**src/riemann_tensor_component_unit_macros.svh**
```systemverilog
`ifndef RIEMANN_TENSOR_COMPONENT_UNIT_MACROS_SVH
`define RIEMANN_TENSOR_COMPONENT_UNIT_MACROS_SVH

// Same-cycle implication, disabled while reset is held.
`define RTC_ASSERT_SAME(lbl, clk, rst_n, ante, cons, msg) \
    lbl: assert property (@(posedge clk) disable iff (!rst_n) (ante) |-> (cons)) \
        else $error(msg);

// Next-cycle implication, disabled while reset is held.
`define RTC_ASSERT_NEXT(lbl, clk, rst_n, ante, cons, msg) \
    lbl: assert property (@(posedge clk) disable iff (!rst_n) (ante) |=> (cons)) \
        else $error(msg);

`endif

```
**src/rtc_pkg.sv**
```systemverilog
package rtc_pkg;

    localparam int DIMS        = 4;
    localparam int FRAC_BITS   = 16;
    localparam int IDX_W       = 2;
    localparam int DATA_W      = 32;
    localparam int INV_W       = 31;
    localparam int PROD_W      = 2 * (DATA_W + 1);
    localparam int TERM_W      = PROD_W - FRAC_BITS;
    localparam int ACC_W       = TERM_W + 4;
    localparam int BASE_AW     = 3 * IDX_W;
    localparam int SHIFT_AW    = 4 * IDX_W;
    localparam int BASE_DEPTH  = 1 << BASE_AW;
    localparam int SHIFT_DEPTH = 1 << SHIFT_AW;
    localparam int LAM_W       = $clog2(DIMS + 1);
    localparam int PC_W        = 4;

    localparam logic [INV_W-1:0]         INV_RESET = INV_W'(64'd1 << FRAC_BITS);
    localparam logic signed [PROD_W-1:0] RND_HALF  = PROD_W'(64'd1 << (FRAC_BITS - 1));

    localparam logic [PC_W-1:0] PC_ENTRY = PC_W'(0);
    localparam logic [PC_W-1:0] PC_LOOP  = PC_W'(4);
    localparam logic [PC_W-1:0] PC_LAST  = PC_W'(9);

    typedef enum logic [1:0] {
        KIND_BASE,
        KIND_PLUS,
        KIND_MINUS,
        KIND_QUERY
    } t_kind;

    // Shifted-table read: derivative along mu or along nu.
    typedef enum logic {
        DIR_MU,
        DIR_NU
    } t_dir_sel;

    // Base-table read for one lambda: X1 = (rho,mu,l), Y1 = (l,nu,sigma),
    // X2 = (rho,nu,l), Y2 = (l,mu,sigma).
    typedef enum logic [1:0] {
        BSEL_X1,
        BSEL_Y1,
        BSEL_X2,
        BSEL_Y2
    } t_base_sel;

    typedef enum logic [1:0] {
        HOLD_KEEP,
        HOLD_DIFF,
        HOLD_BASE
    } t_hold_op;

    typedef enum logic [1:0] {
        MUL_NONE,
        MUL_INV,
        MUL_BASE
    } t_mul_op;

    typedef enum logic [1:0] {
        ACC_KEEP,
        ACC_ADD,
        ACC_SUB
    } t_acc_op;

    typedef enum logic {
        LAM_KEEP,
        LAM_INC
    } t_lam_op;

    typedef enum logic {
        COND_NONE,
        COND_LOOP
    } t_cond;

    typedef struct packed {
        logic              shift_rd;
        t_dir_sel          dir_sel;
        logic              base_rd;
        t_base_sel         base_sel;
        t_hold_op          hold_op;
        t_mul_op           mul_op;
        t_acc_op           acc_op;
        t_lam_op           lam_op;
        t_cond             cond;
        logic [PC_W-1:0]   target;
        logic              last;
    } t_ctrl;

    typedef struct packed {
        logic             active;
        t_ctrl            word;
        logic [IDX_W-1:0] lam;
    } t_seq_ctl;

    typedef struct packed {
        t_kind             kind;
        logic [IDX_W-1:0]  shift_dir;
        logic [IDX_W-1:0]  idx_a;
        logic [IDX_W-1:0]  idx_b;
        logic [IDX_W-1:0]  idx_c;
        logic [IDX_W-1:0]  idx_d;
        logic [DATA_W-1:0] entry_value;
    } t_item;

    localparam t_ctrl CTRL_NOP = '{
        shift_rd: 1'b0,
        dir_sel:  DIR_MU,
        base_rd:  1'b0,
        base_sel: BSEL_X1,
        hold_op:  HOLD_KEEP,
        mul_op:   MUL_NONE,
        acc_op:   ACC_KEEP,
        lam_op:   LAM_KEEP,
        cond:     COND_NONE,
        target:   PC_ENTRY,
        last:     1'b0
    };

    function automatic logic idx_ok(input logic [IDX_W-1:0] x);
        return (int'(x) < DIMS);
    endfunction

    // Microprogram for one query. Each table read lands in the next cycle; the
    // multiplier writes a rounded term that the accumulator takes in the next cycle.
    function automatic t_ctrl prog_word(input logic [PC_W-1:0] pc);
        t_ctrl w;
        w = CTRL_NOP;
        case (pc)
            PC_W'(0): begin
                w.shift_rd = 1'b1;
                w.dir_sel  = DIR_MU;
            end
            PC_W'(1): begin
                w.shift_rd = 1'b1;
                w.dir_sel  = DIR_NU;
                w.hold_op  = HOLD_DIFF;
            end
            PC_W'(2): begin
                w.hold_op = HOLD_DIFF;
                w.mul_op  = MUL_INV;
            end
            PC_W'(3): begin
                w.base_rd  = 1'b1;
                w.base_sel = BSEL_X1;
                w.acc_op   = ACC_ADD;
                w.mul_op   = MUL_INV;
            end
            PC_LOOP: begin
                w.base_rd  = 1'b1;
                w.base_sel = BSEL_Y1;
                w.acc_op   = ACC_SUB;
                w.hold_op  = HOLD_BASE;
            end
            PC_W'(5): begin
                w.base_rd  = 1'b1;
                w.base_sel = BSEL_X2;
                w.mul_op   = MUL_BASE;
            end
            PC_W'(6): begin
                w.base_rd  = 1'b1;
                w.base_sel = BSEL_Y2;
                w.hold_op  = HOLD_BASE;
                w.acc_op   = ACC_ADD;
                w.lam_op   = LAM_INC;
            end
            PC_W'(7): begin
                w.base_rd  = 1'b1;
                w.base_sel = BSEL_X1;
                w.mul_op   = MUL_BASE;
                w.cond     = COND_LOOP;
                w.target   = PC_LOOP;
            end
            PC_W'(8): begin
                w.acc_op = ACC_SUB;
            end
            PC_LAST: begin
                w.last = 1'b1;
            end
            default: begin
                w.last = 1'b1;
            end
        endcase
        return w;
    endfunction

endpackage

```
**src/rtc_sequencer.sv**
```systemverilog
module rtc_sequencer (
    input  logic                     i_clk,
    input  logic                     i_rst_n,
    input  logic                     i_start,
    input  logic [rtc_pkg::PC_W-1:0] i_start_pc,
    input  logic                     i_stall,
    output rtc_pkg::t_seq_ctl        o_ctl,
    output logic                     o_busy
);
    import rtc_pkg::*;

    typedef enum logic {
        SQ_IDLE,
        SQ_RUN
    } t_state;

    t_state           r_state, n_state;
    logic [PC_W-1:0]  r_pc, n_pc;
    logic [LAM_W-1:0] r_lam, n_lam;
    t_ctrl            w_word;

    always_comb begin
        w_word  = prog_word(r_pc);
        n_state = r_state;
        n_pc    = r_pc;
        n_lam   = r_lam;
        case (r_state)
            SQ_IDLE: begin
                if (i_start) begin
                    n_state = SQ_RUN;
                    n_pc    = i_start_pc;
                    n_lam   = '0;
                end
            end
            SQ_RUN: begin
                if (w_word.lam_op == LAM_INC) begin
                    n_lam = r_lam + LAM_W'(1);
                end
                if (w_word.last) begin
                    if (!i_stall) begin
                        n_state = SQ_IDLE;
                    end
                end else if (w_word.cond == COND_LOOP && r_lam != LAM_W'(DIMS)) begin
                    n_pc = w_word.target;
                end else begin
                    n_pc = r_pc + PC_W'(1);
                end
            end
            default: begin
                n_state = SQ_IDLE;
            end
        endcase
    end

    always_ff @(posedge i_clk) begin
        if (!i_rst_n) begin
            r_state <= SQ_IDLE;
            r_pc    <= PC_ENTRY;
            r_lam   <= '0;
        end else begin
            r_state <= n_state;
            r_pc    <= n_pc;
            r_lam   <= n_lam;
        end
    end

    assign o_busy       = (r_state == SQ_RUN);
    assign o_ctl.active = o_busy;
    assign o_ctl.word   = o_busy ? w_word : CTRL_NOP;
    assign o_ctl.lam    = r_lam[IDX_W-1:0];

endmodule

```
**config.mk**
```make
export PLATFORM = sky130hd
export DESIGN_NAME = rtc_sequencer
export DESIGN_NICKNAME = d
export VERILOG_FILES = /design/src/riemann_tensor_component_unit_macros.svh /design/src/rtc_pkg.sv /design/src/rtc_sequencer.sv
export SDC_FILE = /design/constraint.sdc
export NUM_CORES = 1
export LEC_CHECK = 0
export CORE_AREA = 2 2 39 41
export DETAILED_ROUTE_END_ITERATION = 8
export DIE_AREA = 0 0 41 43
export DONT_BUFFER_PORTS = 1
export PLACE_DENSITY = 0.79
export SYNTH_ARGS = -nofsm -noshare
export SYNTH_HDL_FRONTEND = slang
export SYNTH_SLANG_ARGS = --single-unit
```
**constraint.sdc**
```tcl
create_clock -name i_clk -period 3.75 [get_ports i_clk]
set_input_delay 0.75 -clock i_clk [delete_from_list [all_inputs] [get_ports i_clk]]
set_output_delay 0.75 -clock i_clk [all_outputs]
set_load 0.05 [all_outputs]
```
# Word level (Yosys, flattened, before mapping)
# Cells that the tools add are included.
# totals
regBits	8
latchBits	0
mem_bits_rw	0
romBits	0
in_bits	8
out_inout_bits	22
wordCells	50
memories	0
# op_classes
add_sub_neg	2
n_mul	0
n_div	0
order_cmp	0
n_eq_ne	12
shifts	0
mux	20
bitwise	1
n_reduce_logical	12
# ops
op	n
$mux 18	1
$eq 4x3->1 const B	4
$pmux 2 s2	4
$reduce_or 2->1	7
$mux 4	3
$pmux 3 s4	1
$reduce_or 9->1	1
$eq 4x2->1 const B	2
$pmux 4 s2	1
$mux 3	2
$pmux 3 s2	1
$mux 1	5
$mux 5	1
$add 4x1->4 const B	1
$eq 4x1->1 const B	1
$eq 4x4->1 const B	1
$logic_not 4->1	1
$ne 2x2->1 const B	2
$reduce_and 2->1	2
$add 3x1->3 const B	1
$ne 3x3->1 const B	1
$ne 2x1->1 const B	1
$pmux 1 s2	1
$logic_and 1x1->1	1
$not 1->1	1

# Depth between registers and ports, before layout
# Gate-level depths: netlist of run 1.
# depth
depth_word	6
ltp_mapped	7

# Worst setup path after synthesis of run 1
# Ideal clock, no wire load.
# synth_path
path_type	reg2out
start	register r_state, in the netlist o_busy
end	output port o_ctl[7] in the netlist's numbering
arrival_time_ns	1.732
required_ns	3.000
setup_slack_ns	1.268
path_stages_with_launch	4
path_buffers	1
path_cell_list	dfxtp_1 -> nor2b_2 -> and3_1 -> buf_4
# synth_rtl
item	line_no	rtl
start: declaration	rtc_sequencer.sv:17	t_state r_state, n_state;
start signal: assignment	rtc_sequencer.sv:61	r_state <= n_state;
end: declaration	rtc_sequencer.sv:7	output rtc_pkg::t_seq_ctl o_ctl,

==> results of run 1 <==
[flip-flops by register name, indices dropped and copies added (netlist names)]
| register | flops |
|---|---|
| o_busy | 1 |
| r_lam | 3 |
| r_pc | 4 |
[report_power, final]
| part | leakage [nW] | internal (mW) | switching, mW |
|---|---|---|---|
| combinational | 0.287 | 0.0468 | 0.100 |
| sequential | 0.0658 | 0.0929 | 0.0153 |
| clock | 0.0138 | 0.0366 | 0.0290 |
[cell usage in the layout (no fill, tap or decap), types with 3 or more instances in the layout]
cell      Yosys  final
nand3_1       7      7
inv_1         9      9
and3_1        3      3
clkbuf_4      0      3
buf_4         7     12
nor2_1       17     17
conb_1        1      3
nand2_1       6      6
a21oi_1       8      8
ha_1          6      6
dfxtp_1       8      8
[cell families after synthesis]
logic type               synth area share, %
multiplexers                            2.68
buffers and inverters                   17.6
other                                  0.503
adder cells (fa/ha/maj)                 10.1
flip-flops                              21.5
XOR/XNOR                                3.52
AND/OR/NAND/NOR                         28.2
AO/OA/AOI/OAI                           15.9
[area by class of cell]
cell class,count,area share (%)
Clock buffer,3,2.86
Inverter,9,4.29
Multi-Input combinational cell,72,58.6
Sequential cell,8,20.3
Tap cell,16,2.54
Timing Repair Buffer,12,11.4
[metrics by stage]
stage	setup WS, ps	instances
after floorplan	1270	100
after global placement	1400	117
after detailed placement	1330	117
after CTS	1060	120
after global routing	937	120
final	1050	120
[worst register-to-register path, delay by kind of cell (launching register included)]
kind,cells,cell delay (ps)
fa+ha+maj,1,290
compound gates,2,420
buf+inv,2,510
simple gates,1,330
flops,1,390
[path summary, 6_finish.rpt]
kind | endpoint | slack (ps) | cells past startpoint
worst max-delay path | o_ctl[2] | 1050 | 5
worst min-delay path | r_pc[0]$_SDFFE_PN0P_ | 580 | 2
worst min register to register | r_pc[0]$_SDFFE_PN0P_ | 580 | 2
worst max register to register | r_pc[2]$_SDFFE_PN0P_ | 1760 | 6
[per-layer routing]
metal | global-route usage (%) | up-vias
met2 | 29.1 | 37
met5 | 0 | -
met1 | 26.1 | 295
met4 | 5.33 | 0
met3 | 7.33 | 5
li1 | - | 332
==> qor.yml, run 1 <==
global_routing:
  grt_max_degree: 14
  grt_pass1_wl_um: 2380
  first_global_vias: 566
  groute.usage.overall_pct: 19.7
  antenna_found_initial: 0
  grt_overflow: 0
floorplan:
  io_pins: 30
  core_um2: 1380
  initial_core_util_pct: 53.9
  floorplan.die_area_um2: 1760
  die_h_um: 43
  core.rowCount: 14
  chipWidth_um: 41
cts:
  hold_buffers: 0
  cts_buffer_depth: 2
  clk_pin_slew_ps: 50
  cts_sinks: 8
  clkLatencyLatePin_ps: 260
  cts_made_buffers: 3
  post_cts_resized: 0
  ctsHtreeMaxLevel: 1
  cts_setup_buffers: 0
  root_buffer: "clkbuf_4"
  cts_tree: "built"
synth:
  synth_top_area_share_pct: 21.5
  yosys_warnings: 0
  synth_seq_cells: 8
  synth_common_cells: "17 x nor2_1, 9 x inv_1, 8 x a21oi_1, 8 x dfxtp_1"
  yosys.area.top_type: "dfxtp_1"
  synth_area_per_cell_um2: 7.61
  synth-async-reset-ratio_pct: 0
  ys.flop_type: "dfxtp_1"
  yosysSeqAreaShare_pct: 21.5
  netlist_area_um2: 746
  synth_area_leaders: "dfxtp_1 21%, ha_1 10%, nor2_1 8.6%"
  synth_edf_count: 0
  yosysMostFrequentCell: "nor2_1"
  syn_inst: 98
  synth_cell_types: 29
finish:
  syn2layout_area_growth_pct: 5.70
  num-fill-cells: 136
  insertedDiodeCount: 0
  regArea_um2: 160
  fin_nets: 120
  fin_area_um2: 788
  post-route-util_pct: 57.0
  multi_input_area_um2: 462
  drive_gt1_share_pct: 21.2
setup_path:
  required_ps: 3000
  worstPathMaxFanout: 7
  crit_start: "r_pc[0]$_SDFFE_PN0P_"
  path_buf_inv: 2
  cp_data_arrival_time_ps: 1950
  cp-end-kind: "primary output"
  cp_cell_sequence: "inv_1, ha_1, nor4_2, o211ai_2, inv_1"
  path_class: "flip-flop to primary output"
  r2r-start: "r_pc[0]$_SDFFE_PN0P_"
  slowest_stage: "inv_1"
  start_kind: "flip-flop"
  cp_top_family: "buffers and inverters"
  cp_slowest_stage_delay_ps: 410
  cp_common_cell: "inv_1"
sta:
  worst_pin_slew_ps: 570
  fin_skew_ps: 8.22
  finalSetupViolCount: 0
  final.period_utilization_pct: 71.9
  hold_violations: 0
  hold_slack_ps: 578
  maxSlewViolCount: 0
  layout_min_cycle_time_ps: 2700
  final.setup.tns_ps: 0
  maxSlewHeadroom_pct: 62.0
  fmax_mhz: 371
  rsz0062_at_grt: "false"
routing:
  wl_met2_um: 728
  via_count: 669
  route.met3.wl_um: 160
  drc_errors: 0
  highest_layer: "met4"
  drt-initial-drc-count: 10
  drt-total-wl_um: 1520
  drt_first_pass_iters: 4
  wl_per_cell_um: 12.7
  viasPerCell: 5.58
  wl_met1_um: 604
  ant_nets: 0
power:
  leakage_nw: 0.367
  powerDensity_nw_per_um2: 407
  vdd_drop_max_v: 0.000181
  fin_total_pwr_mw: 0.321
worst_hold_path:
  hold_path_class: "flip-flop to flip-flop"
  hold_start: "r_pc[0]$_SDFFE_PN0P_"
placement:
  io_buffers: 0
  dp_hpwl_um: 1210
  post_dp_cell_area_um2: 766
  place_congestion: 0.867
job:
  cap_violations: 0
status:
  outcome: "complete, no violations"
Power figures use the tool's default switching activity.
==> inputs of run 2 (changes only) <==
CORE_AREA = not set   (was 2 2 39 41)
CORE_MARGIN = 2   (was not set)
CORE_UTILIZATION = 54   (was not set)
DIE_AREA = not set   (was 0 0 41 43)
PLACE_DENSITY = 0.8   (was 0.79)
clock period = 2.39 ns   (was 3.75 ns; I/O delays follow)
==> qor.yml, run 2 (synthesis gave the netlist of run 1 again) <==
cts:
  ctsHtreeMaxLevel: 1  # unchanged
  root_buffer: "clkbuf_4"
  cts_tree: "built"
  cts_buffer_depth: 2  # unchanged
  cts_made_buffers: 3  # unchanged
  hold_buffers: 0  # unchanged
  clkLatencyLatePin_ps: 250  # about the same
  cts_sinks: 8  # unchanged
  clk_pin_slew_ps: 60  # about the same
  cts_setup_buffers: 0  # unchanged
  post_cts_resized: 2  # +2
placement:
  place_congestion: 0.850  # -1.9%
  dp_hpwl_um: 1260  # +3.6%
  post-place-cells: 120  # +2.6%
  post_dp_cell_area_um2: 820  # +7.0%
  dp_slack_ps: 243  # -1090 ps
  io_buffers: 0  # unchanged
power:
  vdd_drop_max_v: 0.000402  # +120%
  leakage_nw: 0.385  # +4.9%
  fin_total_pwr_mw: 0.536  # +67%
  powerDensity_nw_per_um2: 612  # +50%
sta:
  fmax_mhz: 435
  fin_skew_ps: 5.33  # -2.89 ps
  maxSlewHeadroom_pct: 66.7  # +4.7 points
  final.setup.tns_ps: 0  # unchanged
  maxSlewViolCount: 0  # unchanged
  final.setup.worst_slack_ps: 90.0  # -964 ps
  hold_violations: 0  # unchanged
  layout_min_cycle_time_ps: 2300
  worst_pin_slew_ps: 499  # -70.9 ps
  final.period_utilization_pct: 96.2
  finalSetupViolCount: 0  # unchanged
finish:
  fin_nets: 124  # +3.3%
  largest-register: "r_pc"
  final_cell_mix: "17 x nor2_1, 14 x buf_4, 8 x a21oi_1"
  syn2layout_area_growth_pct: 17.4
  largest_register_ffs: 4  # unchanged
  fin_area_um2: 876  # +11%
  drive_gt1_share_pct: 30.6  # +9.4 points
  multi_input_area_um2: 489  # +6.0%
  num-fill-cells: 111  # -18%
  regArea_um2: 163  # +1.6%
  stdcell_count: 123  # +2.5%
  layout_commonest_cell: "nor2_1"
  insertedDiodeCount: 0  # unchanged
global_routing:
  grt_overflow: 0  # unchanged
  groute.usage.overall_pct: 21.6  # +1.9 points
  grt_pass1_wl_um: 2460  # +3.2%
  first_global_vias: 544  # -3.9%
  grt_max_degree: 14  # unchanged
  antenna_found_initial: 0  # unchanged
worst_hold_path:
  hold_path_class: "input port to flip-flop"
  whs_endpoint: "o_busy$_SDFF_PN0_"
  hold_start: "i_rst_n"
  min_path_cells: 1  # -1
setup_path:
  slowest_stage: "dfxtp_2"
  cp_data_arrival_time_ps: 1820  # -130 ps
  r2r_cells: 5  # -1
  timing.rr.end: "r_pc[2]$_SDFFE_PN0P_"
  r2r-start: "r_pc[1]$_SDFFE_PN0P_"
  path_buf_inv: 1  # -1
  path_class: "flip-flop to primary output"
  cp-end-kind: "primary output"
  cp_cell_sequence: "ha_1, nor4_2, o211ai_2, clkinvlp_4"
  start_kind: "flip-flop"
  r2r_setup_slack_ps: 420  # -1340 ps
  cp_slowest_stage_delay_ps: 380  # -30 ps
  cp_top_family: "flip-flops"
  worstPathMaxFanout: 9  # +2
  required_ps: 1910  # -1090 ps
routing:
  wl_met2_um: 872  # +20%
  route.met3.wl_um: 99  # -38%
  drt_first_pass_iters: 4  # unchanged
  drc_errors: 0  # unchanged
  wl_per_cell_um: 14.6  # +15%
  viasPerCell: 5.59  # +0.19%
  drt-total-wl_um: 1800  # +18%
  highest_layer: "met4"
  via_count: 687  # +2.7%
  drt-initial-drc-count: 27  # +17
  ant_nets: 0  # unchanged
  wl_met1_um: 802  # +33%
floorplan:
  chipWidth_um: 41.2  # +0.39%
  initial_core_util_pct: 57.3  # +3.4 points
  core_um2: 1300  # -6.0%
  floorplan.die_area_um2: 1690  # -3.9%
  io_pins: 30  # unchanged
  core.rowCount: 13  # -1
  die_h_um: 41.2  # -4.3%
job:
  cap_violations: 0  # unchanged
status:
  outcome: "complete, no violations"
run 2: worst max path at each step:
stage / cells after the start / from / end
2_1_floorplan: 3 / o_busy$_SDFF_PN0_ / o_ctl[7]
3_5_place_dp: 5 / r_pc[0]$_SDFFE_PN0P_ / o_ctl[2]
4_1_cts: 6 / r_pc[0]$_SDFFE_PN0P_ / o_ctl[17]
5_1_grt: 4 / r_pc[1]$_SDFFE_PN0P_ / o_ctl[2]
6_report: 4 / r_pc[1]$_SDFFE_PN0P_ / o_ctl[2]
3_3_place_gp: 6 / r_pc[0]$_SDFFE_PN0P_ / o_ctl[17]
run 2: layer usage:
metal  track usage (%)  vias up
li1                  -      340
met1              30.3      321
met2              33.2       24
met3              3.26        2
met4              7.26        0
met5                 0        -
run 2: power breakdown:
group          switching [mW]  leakage (nW)  internal, mW
clock                  0.0432        0.0138        0.0573
combinational           0.171         0.305        0.0926
sequential             0.0248        0.0664         0.147
total                   0.239         0.385         0.297
run 2: layout make-up:
class	instances	area share (%)
multi-input combinational	72	55.9
clock buffer	3	2.57
timing repair buffer	16	16.6
sequential	8	18.6
tap	15	2.14
inverter	9	4.29
run 2: metrics by stage:
step                      util (%)  hold WS [ps]
after detailed placement      63.0           568
after global placement        63.0           567
after CTS                     65.2           367
after floorplan                  -           474
after global routing          67.3           350
final                         67.3           372
